## src/design/tsd_pkg.sv

```systemverilog
// ----------------------------------------------------------------------------
// tsd_pkg: shared types and constants of the track slope derivative unit
// Word formats, field model limits and pipeline sizing.
// ----------------------------------------------------------------------------
package tsd_pkg;

	// input word, fields in order, first field in the top bits
	typedef struct packed {
		logic signed [15:0] pos_z;
		logic signed [31:0] slope_x;
		logic signed [31:0] slope_y;
		logic signed [31:0] charge_over_momentum;
		logic signed [15:0] field_x;
		logic signed [15:0] field_y;
		logic signed [15:0] field_z;
	} in_t;

	// result word
	typedef struct packed {
		logic signed [63:0] curv_x;
		logic signed [63:0] curv_y;
	} out_t;

	// classified word: clamped slopes and resolved field
	typedef struct packed {
		logic signed [30:0] x;
		logic signed [30:0] y;
		logic signed [31:0] qp;
		logic signed [15:0] bx;
		logic signed [15:0] by;
		logic signed [15:0] bz;
	} item_t;

	// slope clamp, +-10000 in Q.16
	localparam logic signed [31:0] SLOPE_LIMIT = 32'sd655360000;
	// 0.00299792458 in Q.32
	localparam logic signed [24:0] KAPPA_Q32 = 25'sd12875988;
	// default field model, z in Q.4, field in Q.12
	localparam logic signed [15:0] Z_BZ_OFF = 16'sd3200;
	localparam logic signed [15:0] Z_BY_LO = 16'sd5600;
	localparam logic signed [15:0] Z_BY_HI = 16'sd7200;
	localparam logic signed [15:0] BZ_DEFAULT = 16'sd8192;
	localparam logic signed [15:0] BY_DEFAULT = 16'sd2048;

	// configuration map
	localparam int CFG_ADDR_W = 3;
	localparam logic REG_USE_FIELD_INPUT = 1'b0;

	// queue and pipeline sizing
	localparam int QUEUE_DEPTH = 4;
	localparam int SQRT_STEPS = 30;
	localparam int BACK_STAGES = 5 + SQRT_STEPS + 2 + 5;

endpackage

```

## src/design/tsd_front.sv

```systemverilog
// ----------------------------------------------------------------------------
// tsd_front: input stage
// Takes input words, clamps the slopes and resolves the field source.
// ----------------------------------------------------------------------------
module tsd_front (
	input  logic          clk,
	input  logic          arst_n,
	input  logic          use_field_input,
	input  logic          in_valid,
	output logic          in_ready,
	input  tsd_pkg::in_t  in_data,
	output logic          push_valid,
	input  logic          push_ready,
	output tsd_pkg::item_t push_data
);
	import tsd_pkg::*;

	logic  fv_q;
	item_t item_q;
	item_t item_c;

	// clamp slopes, pick field from word or from the default model by z
	always_comb begin
		item_c.qp = in_data.charge_over_momentum;
		if (in_data.slope_x > SLOPE_LIMIT) begin
			item_c.x = SLOPE_LIMIT[30:0];
		end else if (in_data.slope_x < -SLOPE_LIMIT) begin
			item_c.x = 31'(-SLOPE_LIMIT);
		end else begin
			item_c.x = in_data.slope_x[30:0];
		end
		if (in_data.slope_y > SLOPE_LIMIT) begin
			item_c.y = SLOPE_LIMIT[30:0];
		end else if (in_data.slope_y < -SLOPE_LIMIT) begin
			item_c.y = 31'(-SLOPE_LIMIT);
		end else begin
			item_c.y = in_data.slope_y[30:0];
		end
		if (use_field_input) begin
			item_c.bx = in_data.field_x;
			item_c.by = in_data.field_y;
			item_c.bz = in_data.field_z;
		end else begin
			item_c.bx = '0;
			item_c.bz = (in_data.pos_z > Z_BZ_OFF) ? '0 : BZ_DEFAULT;
			item_c.by = (in_data.pos_z > Z_BY_LO && in_data.pos_z < Z_BY_HI) ?
				BY_DEFAULT : '0;
		end
	end

	assign in_ready   = !fv_q || push_ready;
	assign push_valid = fv_q;
	assign push_data  = item_q;

	// holding register
	always_ff @(posedge clk or negedge arst_n) begin
		if (!arst_n) begin
			fv_q <= 1'b0;
		end else if (in_ready) begin
			fv_q <= in_valid;
		end
	end

	always_ff @(posedge clk) begin
		if (in_ready && in_valid) begin
			item_q <= item_c;
		end
	end

endmodule

```

## config.mk

```make
export PLATFORM = sky130hd
export DESIGN_NAME = tsd_front
export DESIGN_NICKNAME = d
export VERILOG_FILES = /design/src/design/tsd_pkg.sv /design/src/design/tsd_front.sv
export SDC_FILE = /design/constraint.sdc
export NUM_CORES = 1
export LEC_CHECK = 0
export BUFFER_PORTS_ARGS = -buffer_cell sky130_fd_sc_hd__clkbuf_2
export CORE_AREA = 4 4 118 120
export DETAILED_ROUTE_END_ITERATION = 10
export DIE_AREA = 0 0 122 124
export GPL_ROUTABILITY_DRIVEN = 0
export PLACE_DENSITY = 0.8
export SKIP_LAST_GASP = 1
export SYNTH_ARGS = -nofsm -noshare
export SYNTH_HDL_FRONTEND = slang
export SYNTH_SLANG_ARGS = --single-unit
```

## constraint.sdc

```tcl
create_clock -name clk -period 10 [get_ports clk]
set_input_delay 2 -clock clk [delete_from_list [all_inputs] [get_ports clk]]
set_output_delay 2 -clock clk [all_outputs]
set_load 0.02 [all_outputs]
```

; Yosys cells after proc, flatten, opt, wreduce, memory -nomap -nowiden
; Index checks and enable logic that the tools add are counted.
[totals]
ff_bits = 143
in_bits = 165
[op_classes]
n_lt_le_gt_ge = 7
mux = 5
n_reduce_logical = 6
[ops]
columns = operator, count
row1 = 32-bit by 31-bit > comparator with 1-bit output (second input constant), 2
row2 = 32-bit by 31-bit < comparator with 1-bit output (second input constant), 2
row3 = 31-bit two-way mux, 2
row4 = 32-bit two-way mux, 1
row5 = 16-bit by 13-bit > comparator with 1-bit output (second input constant), 1
row6 = 16-bit by 14-bit > comparator with 1-bit output (second input constant), 1
row7 = 16-bit by 14-bit < comparator with 1-bit output (second input constant), 1
row8 = 14-bit two-way mux, 1
row9 = 12-bit two-way mux, 1
row10 = 2-bit OR reduction, 2
row11 = 1-bit logical AND, 2
row12 = 1-bit zero test, 1
row13 = 1-bit logical OR, 1

; Longest topological paths before layout
; Gate-level depths: netlist of run 1.
[depth]
depth_word = 4
mapped_depth = 5

; Worst setup path before layout of run 1
; OpenSTA, ideal clock, no wires.
[synth_timing]
kind = input to register
start = input push_ready
end = register item_q (netlist bit push_data[0]), enable pin
setup_time_ns = 0.518
arrival_time_ns = 5.556
required_time_ns = 9.482
path_slack_ns = 3.926
path_stages = 2
n_path_buf = 0
cell_sequence = nand2b_1 -> and2_1
[synth_via]
elab_chain_cells = 2
[synth_lines]
columns = element, line_no
row1 = from (decl), tsd_front.sv:13  ; input logic push_ready,
row2 = 1-bit logical OR, tsd_front.sv:51  ; assign in_ready = !fv_q || push_ready;
row3 = 1-bit logical AND, tsd_front.sv:65  ; if (in_ready && in_valid) begin
row4 = to (signal assigned), tsd_front.sv:66  ; item_q <= item_c;
row5 = to (decl), tsd_front.sv:19  ; item_t item_q;
; Every way passes these cells.
; A chain may end at the register's enable or synchronous reset.

; Final worst setup path of run 1
[layout_timing]
start = input push_ready
end = output in_ready
[layout_via]
elab_chain_cells = 1
[layout_lines]
columns = element, line_no
row1 = 1-bit logical OR, tsd_front.sv:51
row2 = to (decl), tsd_front.sv:10  ; output logic in_ready,
; Every way passes these cells.

==> results.toml, run 1 <==
[run_status]
outcome = "complete, no violations"

[floorplan]
die-height_um = 124
die_width_um = 122
initial_core_util_pct = 44.1
die-area_um2 = 15100
ios = 309
rows = 42
coreArea_um2 = 13000

[run]
max_cap_violations = 0

[clock_tree]
clkTransAtPathRegs_ps = 60
root_buffer = "clkbuf_16"
cts_setup_buffers = 0
clkLatencyLatePin_ps = 400
cts_tree = "built"
cts_resized = 0
hold_buffers = 0
cts_htree_levels = 4
cts_max_path_buffers = 2
cts_made_buffers = 17
cts.sinks = 143

[critical_path]
path_cells = "clkbuf_2 -> nand2b_1 -> clkbuf_2"
worstSetupEndpointType = "output port"
cp.arrival_ps = 2410
cp.required_ps = 8000
path_buf_inv = 2
cp_top_family = "buffers and inverters"
crit_fanout = 3
cp_slowest_stage_delay_ps = 170
start_kind = "input pin"
critPathSlowestCell = "clkbuf_2"
crit_type = "input pin to output port"
cpMostUsedCell = "clkbuf_2"

[layout]
syn2layout_area_growth_pct = 41.3
antenna_cells = 0
design_area_um2 = 8090
final_cell_mix = "clkbuf_2, edfxtp_1, and2_1"
nets = 832
drive_above_1_share_pct = 54.4
fillers = 1001
final_common_cell = "clkbuf_2"
fin_cells = 856

[placed_design]
dp.cells = 824
dp_hpwl_mm = 11.6
place_area_um2 = 7450
io_buffers = 308

[global_routing]
grt_pass1_vias = 4390
antenna_found_initial = 0
grt_max_degree = 76
overflow = 0
grt_pass1_wl_mm = 22.2
track_usage_pct = 19.4

[drt]
via_count = 4308
dr_wl_met3_mm = 1.52
drt_pre_antenna_iters = 5
drc = 0
drt_iter0_markers = 325
highest_layer = "met4"
post_drt_wl_per_cell_um = 17.8
wl_met1_mm = 5.32
drt-vias-per-instance = 5.03
ant_nets = 0
dr_wl_met2_mm = 8.25
wl_mm = 15.2

[synth]
syn_avg_cell_area_um2 = 16.3
synth.distinct_cells = 35
synth_top_area_cell = "edfxtp_1"
synthArstFlopShare_pct = 0.699
synth_seq_cells = 143
synthXorXnorAreaFrac_pct = 0
ys_warn_count = 0
synth_cells = 352
synthTopCellsByArea = "edfxtp_1, and2_1, nor3b_2"
synth_edf_count = 142
synth_area_um2 = 5730
synth.area.mux_share_pct = 0
synth_top_family_by_area = "simple AND/OR/NAND/NOR gates"
syn-num-nets = 517
synth_compound_area_share_pct = 5.46
synthSimpleGateAreaFrac_pct = 17.4
synthFlopType = "edfxtp_1"
ys_seq_area_share_pct = 74.9
synth_top_area_share_pct = 74.4
synth_fa_ha_area_share_pct = 0

[power_and_ir_drop]
p_per_area_nw_per_um2 = 195
vdd_drop_max_mv = 0.110
leakagePower_nw = 3.48

[min_path]
hold_path_class = "flip-flop to flip-flop"

[sta]
finalMaxSlewViolations = 0
fin_crit_sh_pct = 44.1
hold_violations = 0
tightest_slew_ps = 992
setup_viol = 0
slew_headroom_pct = 33.9
period_needed_ps = 4410
tns_ps = 0
rsz0062_at_grt = "no"
max_clock_freq_mhz = 227
clock-skew-final_ps = 6.56
==> power breakdown <==
group	switching [W]	internal (W)	total (W)
sequential	0.00000994	0.000705	0.000715
combinational	0.000117	0.0000671	0.000185
clock	0.000236	0.000443	0.000678
==> routing by layer <==
layer | track usage (%) | up-vias
met5 | 0 | -
met4 | 6.23 | 0
met3 | 7.45 | 18
met2 | 35.4 | 247
met1 | 20.8 | 2058
li1 | - | 1985
==> worst reg2reg max path: cells and delay by family (launching register included) <==
family / cells / cell delay (ps)
simple gates: 2 / 920
buf+inv: 1 / 880
flops: 1 / 380
==> flip-flops by register name (all words and copies together) (netlist names) <==
signal,flops
push_data,142
push_valid,1
==> area by class of cell <==
type / count / area, µm² / share of cell area [%]
inverter: 13 / 48.8 / 0.603
tap: 176 / 220 / 2.72
clock buffer: 18 / 429 / 5.30
clock inverter: 14 / 213 / 2.63
multi-input combinational: 179 / 1310 / 16.2
timing repair buffer: 313 / 1580 / 19.5
sequential: 143 / 4290 / 53.0
==> synthesized netlist by cell type (3+ instances only) <==
library cell	n
clkbuf_1	11
nand2b_1	9
a21oi_1	22
inv_1	13
edfxtp_1	142
nor4_1	15
nor2_1	5
nor3b_1	20
nand4_1	3
o21ai_0	7
a21o_1	3
nor3b_2	20
and4_1	6
and2_1	47
==> kinds of logic after synthesis <==
kind of cell / after synthesis
flip-flops: 143
AND/OR/NAND/NOR: 134
AO/OA/AOI/OAI: 45
buffers and inverters: 30
==> path summary, 6_finish.rpt <==
kind	slack, ps	depth (start not counted)	from	end
max	5590	3	push_ready	in_ready
min	570	2	push_valid	push_valid
max reg2reg	7430	3	push_valid	push_data[77]
min reg2reg	570	2	push_valid	push_valid
max in group asynchronous	8550	1	arst_n	push_valid
min in group asynchronous	1360	1	arst_n	push_valid
==> stage by stage <==
| step | hold slack (ps) | util, % | power (W) | setup WS, ps |
|---|---|---|---|---|
| after floorplan | 783 | - | 0.000830 | 3930 |
| after global placement | 547 | 57.4 | 0.000906 | 5590 |
| after detailed placement | 559 | 57.4 | 0.000913 | 5590 |
| after CTS | 575 | 62.3 | 0.00159 | 5590 |
| after global routing | 630 | 62.3 | 0.00164 | 5560 |
| final | 569 | 62.3 | 0.00158 | 5590 |
No activity file was read; power rests on OpenSTA's default activity.
==> inputs of run 2 (changes only) <==
--- a/config.mk
+++ b/config.mk
@@ -6,11 +6,11 @@
 export NUM_CORES = 1
 export LEC_CHECK = 0
 export BUFFER_PORTS_ARGS = -buffer_cell sky130_fd_sc_hd__clkbuf_2
-export CORE_AREA = 4 4 118 120
+export CORE_MARGIN = 4
+export CORE_UTILIZATION = 40
 export DETAILED_ROUTE_END_ITERATION = 10
-export DIE_AREA = 0 0 122 124
 export GPL_ROUTABILITY_DRIVEN = 0
-export PLACE_DENSITY = 0.8
+export PLACE_DENSITY = 0.76
 export SKIP_LAST_GASP = 1
 export SYNTH_ARGS = -nofsm -noshare
 export SYNTH_HDL_FRONTEND = slang
==> constraint.sdc (replaced) <==
create_clock -name clk -period 3.62 [get_ports clk]
set_input_delay 0.724 -clock clk [delete_from_list [all_inputs] [get_ports clk]]
set_output_delay 0.724 -clock clk [all_outputs]
set_load 0.02 [all_outputs]
==> run 2 against run 1 <==
Sequential power rose to 2.8 times the previous value. Count of clock-buffer cells in the layout fell by 1. Critical path depth rose by 3. Utilization fell by 4.5 points. Worst setup slack got worse by 4400 ps. Combinational power rose to 2.7 times the previous value. First-iteration DRC count fell by 25%. Cell count rose by 0.47%.
==> results.toml, run 2 (synthesized netlist as in run 1, its figures left out) <==
[run_status]
outcome = "complete, no violations"

[global_routing]
grt_pass1_wl_mm = 22.5
grt_pass1_vias = 4334
antenna_found_initial = 0
track_usage_pct = 17.9
overflow = 0
grt_max_degree = 143

[drt]
post_drt_wl_per_cell_um = 17.4
drc = 0
drt_iter0_markers = 245
via_count = 4298
wl_mm = 15.0
drt_pre_antenna_iters = 5
ant_nets = 0
drt-vias-per-instance = 5.00

[floorplan]
coreArea_um2 = 13900
rows = 43
die-area_um2 = 16300
initial_core_util_pct = 41.1
die-height_um = 128
ios = 309
die_width_um = 128

[clock_tree]
hold_buffers = 0
clkLatencyLatePin_ps = 410
cts_resized = 0
cts_made_buffers = 17
cts_max_path_buffers = 2
cts_tree = "built"
cts_setup_buffers = 0
cts.sinks = 143
clkTransAtPathRegs_ps = 60
root_buffer = "clkbuf_16"
cts_htree_levels = 4

[sta]
finalMaxSlewViolations = 0
hold_violations = 0
period_needed_ps = 2390
rsz0062_at_grt = "no"
tightest_slew_ps = 847
tns_ps = 0
fin_crit_sh_pct = 66.1
setup_viol = 0
clock-skew-final_ps = 8.87
max_clock_freq_mhz = 418
slew_headroom_pct = 43.6

[layout]
regArea_um2 = 4290
fillers = 1096
multiInputGateArea_um2 = 1310
syn2layout_area_growth_pct = 40.8
drive_above_1_share_pct = 54.6
design_area_um2 = 8070
final_common_cell = "clkbuf_2"
nets = 832
final_cell_mix = "clkbuf_2, edfxtp_1, and2_1"
antenna_cells = 0
largest_reg_flops = 142

[critical_path]
cp_slowest_stage_delay_ps = 550
crit_fanout = 21
cp.required_ps = 3770
r2r_setup_slack_ps = 1920
worstSetupEndpointType = "flip-flop"
critPathSlowestCell = "or4_4"
start_kind = "input pin"
cp.arrival_ps = 2550
crit_type = "input pin to flip-flop"
path_cells = "clkbuf_2 -> or4_4 -> a211oi_4 -> a311oi_4 -> buf_4 -> or3_1"

[placed_design]
io_buffers = 308
place_area_um2 = 7470
dp_hpwl_mm = 11.5

[power_and_ir_drop]
p_per_area_nw_per_um2 = 526
p_int_w = 0.00317
clockPowerShare_pct = 41.4
sw_frac_of_total_pct = 25.1
power_frac_comb_pct = 12.0
switching_power_w = 0.00107
leakagePower_nw = 3.48
seqPwrFrac_pct = 46.6
vdd_drop_max_mv = 0.252

[run]
max_cap_violations = 0

[min_path]
hold_path_class = "input pin to asynchronous set/reset pin"
-- run 2: cell count changes in the layout (fill, tap and decap cells not counted), sizes merged --
cell      before  now
clkbuf       326  325
inv           15   21
clkinvlp       3    1
bufinv         5    2
-- run 2: path summary, 6_finish.rpt --
path | start | endpoint | cells past startpoint
hold / removal | arst_n | push_valid | 1
setup reg to reg | push_valid | push_data[112] | 3
min in group clk | in_data[76] | push_data[76] | 1
setup / recovery | in_data[102] | push_data[100] | 6
hold reg to reg | push_valid | push_valid | 2
max in group asynchronous | arst_n | push_valid | 1
-- run 2: metal layers --
layer | global-route usage, % | routed length, µm
met3 | 5.63 | 1560
met5 | 0 | 0
met4 | 7.37 | 364
met2 | 31.2 | 7750
met1 | 20.5 | 5330
-- run 2: layout make-up --
| type | instances | share of cell area [%] |
|---|---|---|
| Inverter | 13 | 0.605 |
| Clock buffer | 17 | 5.27 |
| Multi-Input combinational cell | 179 | 16.3 |
| Clock inverter | 15 | 2.16 |
| Tap cell | 180 | 2.79 |
| Timing Repair Buffer | 313 | 19.7 |
| Sequential cell | 143 | 53.2 |
-- run 2: per-stage QoR --
step | power, W | hold WS (ps) | util, % | instances | setup WS (ps)
2_1_floorplan | 0.00229 | 428 | - | 352 | 395
3_5_place_dp | 0.00252 | 501 | 53.6 | 828 | 801
3_3_place_gp | 0.00250 | 499 | 53.6 | 828 | 900
5_1_grt | 0.00441 | 60.0 | 57.9 | 860 | 1210
4_1_cts | 0.00429 | 54.1 | 57.9 | 860 | 1260
6_report | 0.00424 | 75.7 | 57.9 | 860 | 1230
-- run 2: worst max-delay path, delay by kind of cell --
family                 cells  cell delay [ps]
AND/OR/NAND/NOR            2              930
AO/OA/AOI/OAI              2              510
buffers and inverters      2              370
-- run 2: power groups by stage --
stage,Combinational (W),Clock [W],Sequential (W)
after floorplan,0.000147,0,0.00214
after global placement,0.000499,0,0.00201
after detailed placement,0.000513,0,0.00201
after CTS,0.000514,0.00180,0.00198
after global routing,0.000549,0.00188,0.00198
final,0.000508,0.00176,0.00198
