<file path="src/design/tsd_pkg.sv">
// ----------------------------------------------------------------------------
// tsd_pkg: shared types and constants of the track slope derivative unit
// Word formats, field model limits and pipeline sizing.
// ----------------------------------------------------------------------------
package tsd_pkg;

	// input word, fields in order, first field in the top bits
	typedef struct packed {
		logic signed [15:0] pos_z;
		logic signed [31:0] slope_x;
		logic signed [31:0] slope_y;
		logic signed [31:0] charge_over_momentum;
		logic signed [15:0] field_x;
		logic signed [15:0] field_y;
		logic signed [15:0] field_z;
	} in_t;

	// result word
	typedef struct packed {
		logic signed [63:0] curv_x;
		logic signed [63:0] curv_y;
	} out_t;

	// classified word: clamped slopes and resolved field
	typedef struct packed {
		logic signed [30:0] x;
		logic signed [30:0] y;
		logic signed [31:0] qp;
		logic signed [15:0] bx;
		logic signed [15:0] by;
		logic signed [15:0] bz;
	} item_t;

	// slope clamp, +-10000 in Q.16
	localparam logic signed [31:0] SLOPE_LIMIT = 32'sd655360000;
	// 0.00299792458 in Q.32
	localparam logic signed [24:0] KAPPA_Q32 = 25'sd12875988;
	// default field model, z in Q.4, field in Q.12
	localparam logic signed [15:0] Z_BZ_OFF = 16'sd3200;
	localparam logic signed [15:0] Z_BY_LO = 16'sd5600;
	localparam logic signed [15:0] Z_BY_HI = 16'sd7200;
	localparam logic signed [15:0] BZ_DEFAULT = 16'sd8192;
	localparam logic signed [15:0] BY_DEFAULT = 16'sd2048;

	// configuration map
	localparam int CFG_ADDR_W = 3;
	localparam logic REG_USE_FIELD_INPUT = 1'b0;

	// queue and pipeline sizing
	localparam int QUEUE_DEPTH = 4;
	localparam int SQRT_STEPS = 30;
	localparam int BACK_STAGES = 5 + SQRT_STEPS + 2 + 5;

endpackage

</file>
<file path="src/design/tsd_queue.sv">
// ----------------------------------------------------------------------------
// tsd_queue: short word queue
// Decouples the input stage from the arithmetic pipeline.
// ----------------------------------------------------------------------------
module tsd_queue (
	input  logic           clk,
	input  logic           arst_n,
	input  logic           push_valid,
	output logic           push_ready,
	input  tsd_pkg::item_t push_data,
	output logic           pop_valid,
	input  logic           pop_ready,
	output tsd_pkg::item_t pop_data
);
	import tsd_pkg::*;

	localparam int PTR_W = $clog2(QUEUE_DEPTH);
	localparam int CNT_W = $clog2(QUEUE_DEPTH + 1);

	item_t            store_q [QUEUE_DEPTH];
	logic [PTR_W-1:0] wr_ptr_q;
	logic [PTR_W-1:0] rd_ptr_q;
	logic [CNT_W-1:0] count_q;
	logic             do_push;
	logic             do_pop;

	assign push_ready = count_q != CNT_W'(QUEUE_DEPTH);
	assign pop_valid  = count_q != '0;
	assign pop_data   = store_q[rd_ptr_q];
	assign do_push    = push_valid && push_ready;
	assign do_pop     = pop_valid && pop_ready;

	// pointers and fill count
	always_ff @(posedge clk or negedge arst_n) begin
		if (!arst_n) begin
			wr_ptr_q <= '0;
			rd_ptr_q <= '0;
			count_q  <= '0;
		end else begin
			if (do_push) begin
				wr_ptr_q <= (wr_ptr_q == PTR_W'(QUEUE_DEPTH - 1)) ? '0 : wr_ptr_q + 1'b1;
			end
			if (do_pop) begin
				rd_ptr_q <= (rd_ptr_q == PTR_W'(QUEUE_DEPTH - 1)) ? '0 : rd_ptr_q + 1'b1;
			end
			if (do_push && !do_pop) begin
				count_q <= count_q + 1'b1;
			end else if (do_pop && !do_push) begin
				count_q <= count_q - 1'b1;
			end
		end
	end

	// storage
	always_ff @(posedge clk) begin
		if (do_push) begin
			store_q[wr_ptr_q] <= push_data;
		end
	end

endmodule

</file>
<file path="config.mk">
export PLATFORM = sky130hd
export DESIGN_NAME = tsd_queue
export DESIGN_NICKNAME = d
export VERILOG_FILES = /design/src/design/tsd_pkg.sv /design/src/design/tsd_queue.sv
export SDC_FILE = /design/constraint.sdc
export NUM_CORES = 1
export LEC_CHECK = 0
export ABC_AREA = 1
export BUFFER_PORTS_ARGS = -buffer_cell sky130_fd_sc_hd__buf_2
export CORE_MARGIN = 2
export CORE_UTILIZATION = 30
export DETAILED_ROUTE_END_ITERATION = 6
export PLACE_DENSITY = 0.49
export SLEW_MARGIN = 20
export SYNTH_ARGS = -nofsm -noshare
export SYNTH_HDL_FRONTEND = slang
export SYNTH_SLANG_ARGS = --single-unit
</file>
<file path="constraint.sdc">
create_clock -name clk -period 10.35 [get_ports clk]
set_clock_uncertainty 0.2 [all_clocks]
set_input_delay 1.035 -clock clk [delete_from_list [all_inputs] [get_ports clk]]
set_output_delay 1.035 -clock clk [all_outputs]
set_load 0.1 [all_outputs]
</file>
* Yosys cells after proc, flatten, opt, wreduce, memory -nomap -nowiden
Memories as Yosys holds them, arrays and structs flattened.
Cells that the tools add are included.
** Operators by class
- Reduce and logical (&&, ||, !) cells :: 8
- Eq/ne operators :: 3
- Add/sub/neg operators :: 4
- Mux-type cells :: 6
** Operators by type and width (number)
- $mux 3 :: 2
- $add 2x1->2 const B :: 2
- $eq 2x2->1 const B :: 2
- $logic_and 1x1->1 :: 4
- $mux 2 :: 2
- $add 3x1->3 const B :: 1
- $ne 3x3->1 const B :: 1
- $reduce_bool 3->1 :: 1
- $sub 3x1->3 const B :: 1
- $logic_not 1->1 :: 2
- $mux 1 :: 2
- $reduce_bool 2->1 :: 1
** Storage, ports and cells
- Memories kept :: 1
- Bits in writable memories :: 568
- Input port bits :: 146
- Flip-flop bits (word level) :: 7
- Word-level logic and storage cells :: 25
** Memory list
- store_q :: depth 4, width 142, read ports 1, clocked after memory_dff 0, write ports 1, line tsd_queue.sv:20 : item_t store_q [QUEUE_DEPTH];

* Depth between registers and ports, before layout
Gate-level depths: netlist (run 1).
- Depth in word-level cells :: 6
- Depth in mapped cells :: 12

* Worst setup path after synthesis (run 1)
OpenSTA, ideal clock, no wires.
- Path type :: register -> register
- From :: register count_q[0]
- To :: memory store_q[0][0] (netlist name), enable pin
- Path buffers :: 0
- Path slack :: 1.932 ns
- Period minus slack after synthesis :: 8.418 ns
- Setup time :: 0.646 ns
- Stages on the path, launching flop included :: 5
- Required time :: 9.504 ns
- Arrival time :: 7.572 ns
- Path through :: dfrtp_1 > inv_1 > nand3_1 > nand2_1 > nor2_1
** On the way
- Longest elaborated chain between the ends :: 4
** RTL lines
- start: declaration :: line tsd_queue.sv:23 : logic [CNT_W-1:0] count_q;
- start signal: assignment :: line tsd_queue.sv:47 : count_q <= count_q + 1'b1;
- start signal: assignment :: line tsd_queue.sv:49 : count_q <= count_q - 1'b1;
- $ne 3x3->1 :: line tsd_queue.sv:27 : assign push_ready = count_q != CNT_W'(QUEUE_DEPTH);
- via push_ready :: line tsd_queue.sv:9 : output logic push_ready,
- $logic_and 1x1->1 :: line tsd_queue.sv:30 : assign do_push = push_valid && push_ready;
- $mux 1 :: line tsd_queue.sv:56 : if (do_push) begin
- $mux 1 (implied by the code) :: line tsd_queue.sv:57 : store_q[wr_ptr_q] <= push_data;
- end: declaration :: line tsd_queue.sv:20
The timed path passes the listed nets, and every way through them passes these cells.

==> results of run 1 <==
==> metrics by stage <==
step	setup slack [ns]	cell area (µm²)	hold WS [ns]	cells
6_report	5.15	27300	0.0810	3016
5_1_grt	4.85	27300	0.0574	3015
4_1_cts	5.25	27300	0.0328	3012
3_5_place_dp	5.88	25200	0.299	2899
3_3_place_gp	5.87	25200	0.285	2899
2_1_floorplan	1.93	22800	0.263	1715
==> final cells by class <==
type / count / area, µm² / area share (%)
flip-flops and latches: 575 / 17200 / 63.1
multi-input cells: 748 / 3990 / 14.6
clock buffers: 85 / 1760 / 6.45
repair buffers: 310 / 1640 / 6.00
well taps: 969 / 1210 / 4.44
inverters: 298 / 1120 / 4.10
clock inverters: 28 / 357 / 1.30
diodes: 3 / 7.51 / 0.0275
==> synth_stat cells (2+ instances only) <==
cell type	instances	area (µm²)
buf_2	63	315
nor2_1	6	22.5
buf_1	2	7.51
nand2_1	441	1660
ha_1	6	75.1
nand3_1	7	35.0
o211ai_1	284	2130
dfrtp_1	7	175
buf_4	4	30.0
edfxtp_1	568	17100
inv_1	297	1110
clkbuf_1	25	93.8
==> critical path, delay by kind of cell (launching register included) <==
kind                   cells  cell delay, ns
AOI/OAI and AO/OA          1            0.19
buffers and inverters      4            1.88
DFF                        1            0.83
and+or+nand+nor            1            0.13
==> registers in the layout, summed over array words and instances, names as in the netlist <==
register  cells
rd_ptr_q      2
store_q     568
wr_ptr_q      2
count_q       3
==> worst min-delay path by stage <==
stage,endpoint,slack [ns],cells past startpoint
finish,wr_ptr_q[1],0.08,1
detailed placement,count_q[2],0.30,2
global route,wr_ptr_q[0],0.06,1
CTS,wr_ptr_q[1],0.03,1
floorplan,count_q[2],0.26,2
global placement,count_q[2],0.29,2
==> cell families after synthesis <==
group,share of synthesized area [%]
compound gates,9.39
buf+inv,6.88
fa+ha+maj,0.418
xor+xnor,0.0385
simple gates,7.55
flops,75.7
==> placed cells by master, fill, tap and decap left out, types with 8 or more instances in the layout <==
cell type / n
inv_1: 297
o211ai_1: 284
clkbuf_1: 16
clkbuf_16: 67
buf_2: 289
clkinv_1: 8
nand2_1: 441
buf_4: 18
edfxtp_1: 568
==> metal layers <==
metal	track usage [%]	vias up	routed length, µm
met5	0	-	177
met2	22.9	276	25500
met4	4.68	26	1460
met3	4.20	119	3410
li1	-	6547	-
met1	15.3	6491	21200
==> metrics.csv, run 1 <==
metric,value,unit
outcome,finished clean,
hp-class,in -> async,
n_fill_cell,7186,
routabilityCongestion,0.698,
cts.htree.levels,3,
grt_max_degree,242,
ys_ff_latch,575,
cp_data_required_time,9.12,ns
fp.dieW,279,µm
start_kind,register,
drtPass1Iterations,5,
cts_tree,done,
initial_core_util,30.4,%
antenna_found_initial,16,
wirelength,51700,µm
reg2reg_to,store_q[0][74],
reg2reg_slack,6.46,ns
synth-seq-area-share,75.7,%
endpoint,pop_data[78],
std_cell_rows,100,
io_pins,290,
die_h,279,µm
ys_types,17,
reg2reg_from,count_q[0],
post-cts-setup-buffers,0,
slew_headroom,40.7,%
ff2ff_path_depth,7,
max_freq,0.192,GHz
end_kind,primary output,
dp_hpwl,29400,µm
area_growth,20.1,%
crit_chain,buf_12 > buf_16 > buf_4 > o211ai_1 > nand2_1 > buf_2,
tightest_slew,0.890,ns
fin_setup_tns,0,ns
syn_inst,1715,
cap_violations,0,
first_iter_violations,681,
cp.arrival,3.96,ns
clock_sinks,575,
clk_pin_slew,0.06,ns
setup_violations,0,
fin_util,36.5,%
cts_max_path_buffers,3,
worstSkewPairLatency,0.58,ns
drcViolationCount,0,
track_usage,13.2,%
rsz0062_at_grt,false,
grt_pass1_vias,13500,
critical_path_class,reg -> out,
syn_area,0.0228,mm²
crit_fanout,190,
synth-edff-count,568,
io_buffers,289,
cts_resized,0,
grt_pass1_wl,78600,µm
ys.flop_type,edfxtp_1,
async_flop_share,1.22,%
ys_warn_count,0,
crit_slowest_cell,dfrtp_4,
avgViaCountPerCell,4.46,
final_max_slew_viol_count,0,
syn_area_per_cell,13.3,µm²
period_share,50.2,%
ctsHoldBuffers,0,
numCtsBuffers,66,
routedWlPerCell,17.1,µm
drive_above_1_share,19.9,%
grt_overflow,0,
critPathLaunch,rd_ptr_q[0],
placeableCoreArea,0.0748,mm²
ctsRootBufferMaster,clkbuf_16,
num_vias,13500,
final-hold-violation-count,0,
nets,2152,
period_minus_slack,5.20,ns
max_stage_delay,0.83,ns
synth_fp_nets,1868,
die-area,0.0781,mm²
ant_nets,0,
Power of run 1 is not shown: default switching activity piles up to over one toggle a cycle in this logic, so the estimate is an artifact.
==> run 2, diff against run 1 <==
--- a/config.mk
+++ b/config.mk
@@ -10,7 +10,7 @@
 export CORE_MARGIN = 2
 export CORE_UTILIZATION = 30
 export DETAILED_ROUTE_END_ITERATION = 6
-export PLACE_DENSITY = 0.49
+export PLACE_DENSITY = 0.51
 export SLEW_MARGIN = 20
 export SYNTH_ARGS = -nofsm -noshare
 export SYNTH_HDL_FRONTEND = slang
==> constraint.sdc (replaced) <==
create_clock -name clk -period 4.2 [get_ports clk]
set_clock_uncertainty 0.2 [all_clocks]
set_input_delay 0.42 -clock clk [delete_from_list [all_inputs] [get_ports clk]]
set_output_delay 0.42 -clock clk [all_outputs]
set_load 0.1 [all_outputs]
==> run 2 against run 1 <==
Compared with the run above:
- worst setup slack worse by 4.3 ns
- die area stayed put
- first-iteration DRC count is 1.3% higher
==> metrics.csv, run 2 (synthesis gave the netlist of run 1 again) <==
metric,value,unit,change
rsz0062_at_grt,false,,
placeableCoreArea,0.0748,mm²,unchanged
regMostFlops,store_q,,
slew_headroom,37.7,%,-3.0 points
routabilityCongestion,0.739,,+5.9%
reg.largest.list,"store_q: 568 flops, count_q: 3 flops",,
cap_violations,0,,unchanged
cts_max_path_buffers,3,,unchanged
mostFrequentLayoutCell,edfxtp_1,,
routedWlPerCell,16.6,µm,-3.4%
setup_violations,0,,unchanged
post-cts-setup-buffers,0,,unchanged
crit_fanout,60,,-68%
wirelength,52700,µm,+1.8%
grt_max_degree,120,,-50%
final-hold-violation-count,0,,unchanged
drtPass1Iterations,5,,unchanged
outcome,finished clean,,
antenna_found_initial,4,,-12
nets,2309,,+7.3%
largest_reg_flops,568,,unchanged
dp_hpwl,30100,µm,+2.2%
initial_core_util,30.4,%,unchanged
num_vias,14000,,+3.9%
fin_setup_tns,0,ns,unchanged
critical_path_class,reg -> out,,
grt_overflow,0,,unchanged
period_minus_slack,3.31,ns,
max_freq,0.302,GHz,
ant_nets,0,,unchanged
n_fill_cell,7091,,-1.3%
cts.htree.levels,2,,-1
worstSkewPairLatency,0.61,ns,+0.03 ns
cp_data_required_time,3.58,ns,-5.54 ns
end_kind,primary output,,
avgViaCountPerCell,4.40,,-1.4%
clk_pin_slew,0.06,ns,about the same
seqCellArea,0.0172,mm²,unchanged
cts_tree,done,,
numCtsBuffers,61,,-7.6%
grt_pass1_vias,14300,,+6.3%
multi_input_area,0.00400,mm²,+0.13%
final_cell_mix,"568 x edfxtp_1, 441 x nand2_1, 297 x inv_1",,
start_kind,register,,
period_share,78.7,%,
std_cell_rows,100,,unchanged
clock_sinks,575,,unchanged
tightest_slew,0.935,ns,+0.0454 ns
die_h,279,µm,unchanged
hp-class,reg -> reg,,
drcViolationCount,0,,unchanged
cp.arrival,2.69,ns,-1.27 ns
io_buffers,289,,unchanged
fp.dieW,279,µm,unchanged
io_pins,290,,unchanged
die-area,0.0781,mm²,unchanged
ctsRootBufferMaster,clkbuf_16,,
grt_pass1_wl,81800,µm,+4.1%
final_max_slew_viol_count,0,,unchanged
track_usage,13.4,%,+0.26 points
first_iter_violations,690,,+1.3%
area_growth,27.8,%,
drive_above_1_share,19.6,%,-0.30 points
-- run 2: cell count changes in the layout (fill, tap and decap cells not counted), sizes merged --
cell and delta:
buf +16, clkinv +5, diode -1, bufinv +3, clkinvlp +4, clkbuf -10, dlygate4sd3 +146
-- run 2: area by class of cell --
cell class / count / area share, %
Timing Repair Buffer: 472 / 11.6
Multi-Input combinational cell: 748 / 13.7
Tap cell: 969 / 4.17
Clock buffer: 75 / 5.71
Sequential cell: 575 / 59.3
Inverter: 298 / 3.86
Clock inverter: 40 / 1.61
Antenna cell: 2 / 0.0172
-- run 2: timing repair --
action                    in CTS  in global routing
hold endpoints to repair     579                  0
hold buffers                 146                  0
resized for setup              0                  0
-- run 2: through the flow --
step	hold WS (ns)	utilization [%]	cell area, µm²	instances	setup WS, ns
4_1_cts	0.296	38.9	29100	3177	0.816
5_1_grt	0.327	38.9	29100	3179	0.677
3_3_place_gp	0.0743	34.1	25500	2916	1.51
6_report	0.321	38.9	29100	3179	0.893
3_5_place_dp	0.0711	34.1	25500	2916	1.51
2_1_floorplan	-0.0756	-	22800	1715	0.0677
-- run 2: path summary, 6_finish.rpt --
path / startpoint / slack [ns] / cells after the start / end
setup reg to reg: count_q[0] / 1.61 / 5 / store_q[2][73]
hold / removal: count_q[2] / 0.32 / 2 / count_q[2]
hold reg to reg: count_q[2] / 0.32 / 2 / count_q[2]
setup / recovery: rd_ptr_q[0] / 0.89 / 4 / pop_data[15]
min in group asynchronous: arst_n / 0.58 / 3 / count_q[2]
max in group asynchronous: arst_n / 2.91 / 3 / rd_ptr_q[1]
-- run 2: critical path: stages (launching register included) --
cell,delay [ns]
dfrtp_4,0.67
buf_4,0.55
o211ai_1,0.24
nand2_1,0.13
buf_2,0.43
-- run 2: metal layers --
layer	track usage (%)	wire length, µm	up-vias
met3	3.40	2910	84
met4	3.81	1280	4
met2	23.4	25800	272
met5	0	25	-
met1	16.5	22700	6751
li1	-	-	6878
Power of run 2 is left out for the same reason.
==> run 3, diff against run 2 <==
--- a/config.mk
+++ b/config.mk
@@ -10,7 +10,7 @@
 export CORE_MARGIN = 2
 export CORE_UTILIZATION = 30
 export DETAILED_ROUTE_END_ITERATION = 6
-export PLACE_DENSITY = 0.51
+export PLACE_DENSITY = 0.49
 export SLEW_MARGIN = 20
 export SYNTH_ARGS = -nofsm -noshare
 export SYNTH_HDL_FRONTEND = slang
==> constraint.sdc (replaced) <==
create_clock -name clk -period 3.4 [get_ports clk]
set_clock_uncertainty 0.2 [all_clocks]
set_input_delay 0.34 -clock clk [delete_from_list [all_inputs] [get_ports clk]]
set_output_delay 0.34 -clock clk [all_outputs]
set_load 0.1 [all_outputs]
==> run 3 against run 2 <==
Compared with the run above:
- via count shrank 0.32%
- cell count shrank 0.13%
- routed wire length grew 1.9%
- non-clock buffer count is the same
- sequential share of layout area shrank 3.2 points
- cell area grew 5.7%
==> metrics.csv, run 3 (synthesis gave the netlist of run 1 again) <==
metric,value,unit,change
mostFrequentLayoutCell,edfxtp_1,,
track_usage,13.7,%,+0.25 points
final_max_slew_viol_count,0,,unchanged
setup_violations,0,,unchanged
top_usage_layer,met2,,
io_buffers,289,,unchanged
reg2reg_to,store_q[1][79],,
grt_max_degree,117,,-2.5%
first_iter_violations,534,,-23%
met2_usage,24.3,%,+0.84 points
cts_tree,done,,
critical_path_class,reg -> out,,
ctsRootBufferMaster,clkbuf_16,,
cp.arrival,2.66,ns,-0.03 ns
num_antenna_cells,0,,-2
cts.htree.levels,3,,+1
whs,0.289,ns,-0.0321 ns
reg2reg_slack,1.16,ns,-0.45 ns
regMostFlops,store_q,,
dp.cells,2915,,-0.034%
grt_pass1_wl,82000,µm,+0.25%
final-hold-violation-count,0,,unchanged
outcome,finished clean,,
cts_max_path_buffers,3,,unchanged
grt_pass1_vias,14400,,+0.79%
clock_sinks,575,,unchanged
routabilityCongestion,0.712,,-3.6%
ff2ff_path_depth,5,,unchanged
routedWlPerCell,16.9,µm,+2.0%
hp-class,in -> reg,,
reg2reg_from,count_q[0],,
grt_overflow,0,,unchanged
die_h,279,µm,unchanged
final_cell_mix,"568 x edfxtp_1, 440 x nand2_1, 295 x inv_1",,
grt_use_met3,3.36,%,-0.042 points
die-area,0.0781,mm²,unchanged
dp_hpwl,31600,µm,+5.0%
final_cells,3175,,-0.13%
antenna_found_initial,4,,unchanged
largest_reg_flops,568,,unchanged
end_kind,primary output,,
tightest_slew,0.797,ns,-0.138 ns
area_growth,35.1,%,
cp_data_required_time,2.86,ns,-0.72 ns
cap_violations,0,,unchanged
rsz0062_at_grt,false,,
period_share,94.1,%,
start_kind,register,,
avgViaCountPerCell,4.39,,-0.20%
n_fill_cell,6915,,-2.5%
drtPass1Iterations,5,,unchanged
worstSkewPairLatency,0.59,ns,-0.02 ns
critPathLaunch,rd_ptr_q[1],,
io_pins,290,,unchanged
drcViolationCount,0,,unchanged
crit_fanout,59,,-1.7%
initial_core_util,30.4,%,unchanged
clk_pin_slew,0.05,ns,about the same
std_cell_rows,100,,unchanged
drive_above_1_share,19.3,%,-0.25 points
max_freq,0.313,GHz,
placeableCoreArea,0.0748,mm²,unchanged
period_minus_slack,3.20,ns,
ant_nets,0,,unchanged
grtUsageMet1,16.1,%,-0.43 points
wirelength,53700,µm,+1.9%
num_vias,13900,,-0.32%
reg.largest.list,"store_q: 568 flops, count_q: 3 flops",,
numCtsBuffers,66,,+8.2%
nets,2314,,+0.22%
endpoint,pop_data[15],,
hold_start,push_data[95],,
fp.dieW,279,µm,unchanged
slew_headroom,46.7,%,+9.1 points
run 3: cell count changes in the layout (fill, tap and decap cells not counted), moves of 6 or more:
cell       delta
buf_12      +116
bufinv_16     -8
clkbuf_16     +6
buf_4         -7
clkbuf_1      +9
buf_2       -109
run 3: area by class of cell:
cell class | count | area (µm²) | share of cell area [%]
repair buffers | 472 | 5100 | 16.6
inverters | 298 | 1120 | 3.66
well taps | 969 | 1210 | 3.94
clock buffers | 90 | 1850 | 6.00
multi-input cells | 748 | 4020 | 13.1
flip-flops and latches | 575 | 17200 | 56.1
clock inverters | 23 | 203 | 0.659
run 3: worst max-delay path: stages, from the launching register on:
cell and delay (ns):
dfrtp_4 0.66, inv_6 0.59, o211ai_1 0.21, nand2_1 0.13, buf_2 0.44
run 3: what timing repair did:
item | 4_1_cts | 5_1_grt
endpoints found under the hold margin | 580 | 0
endpoints found under the setup margin | 0 | 5
hold buffers | 146 | 0
gates resized for setup | 0 | 0
setup buffers | 0 | 1
run 3: worst min-delay path by stage:
stage | endpoint | slack, ns | cells after the start
2_1_floorplan | count_q[0] | -0.16 | 0
3_3_place_gp | wr_ptr_q[0] | 0.009 | 1
3_5_place_dp | rd_ptr_q[0] | -0.0002 | 1
4_1_cts | store_q[0][129] | 0.25 | 2
5_1_grt | store_q[0][95] | 0.27 | 2
6_report | store_q[0][95] | 0.29 | 2
run 3: layer usage:
metal  up-vias  routed length (µm)
met5         -                  38
met3        82                2980
met4         6                1380
met1      6669               22300
li1       6889                   -
met2       298               27000
run 3: metrics by stage:
step	area, µm²	utilization [%]	TNS [ns]	worst slack [ns]
final	30700	41.1	0	0.200
after global routing	30700	41.1	0	0.0380
after CTS	30700	41.1	0	0.0782
after detailed placement	27200	36.4	0	0.733
after global placement	27200	36.4	0	0.746
after floorplan	22800	-	-115.61	-0.218
Power of run 3 is left out for the same reason.
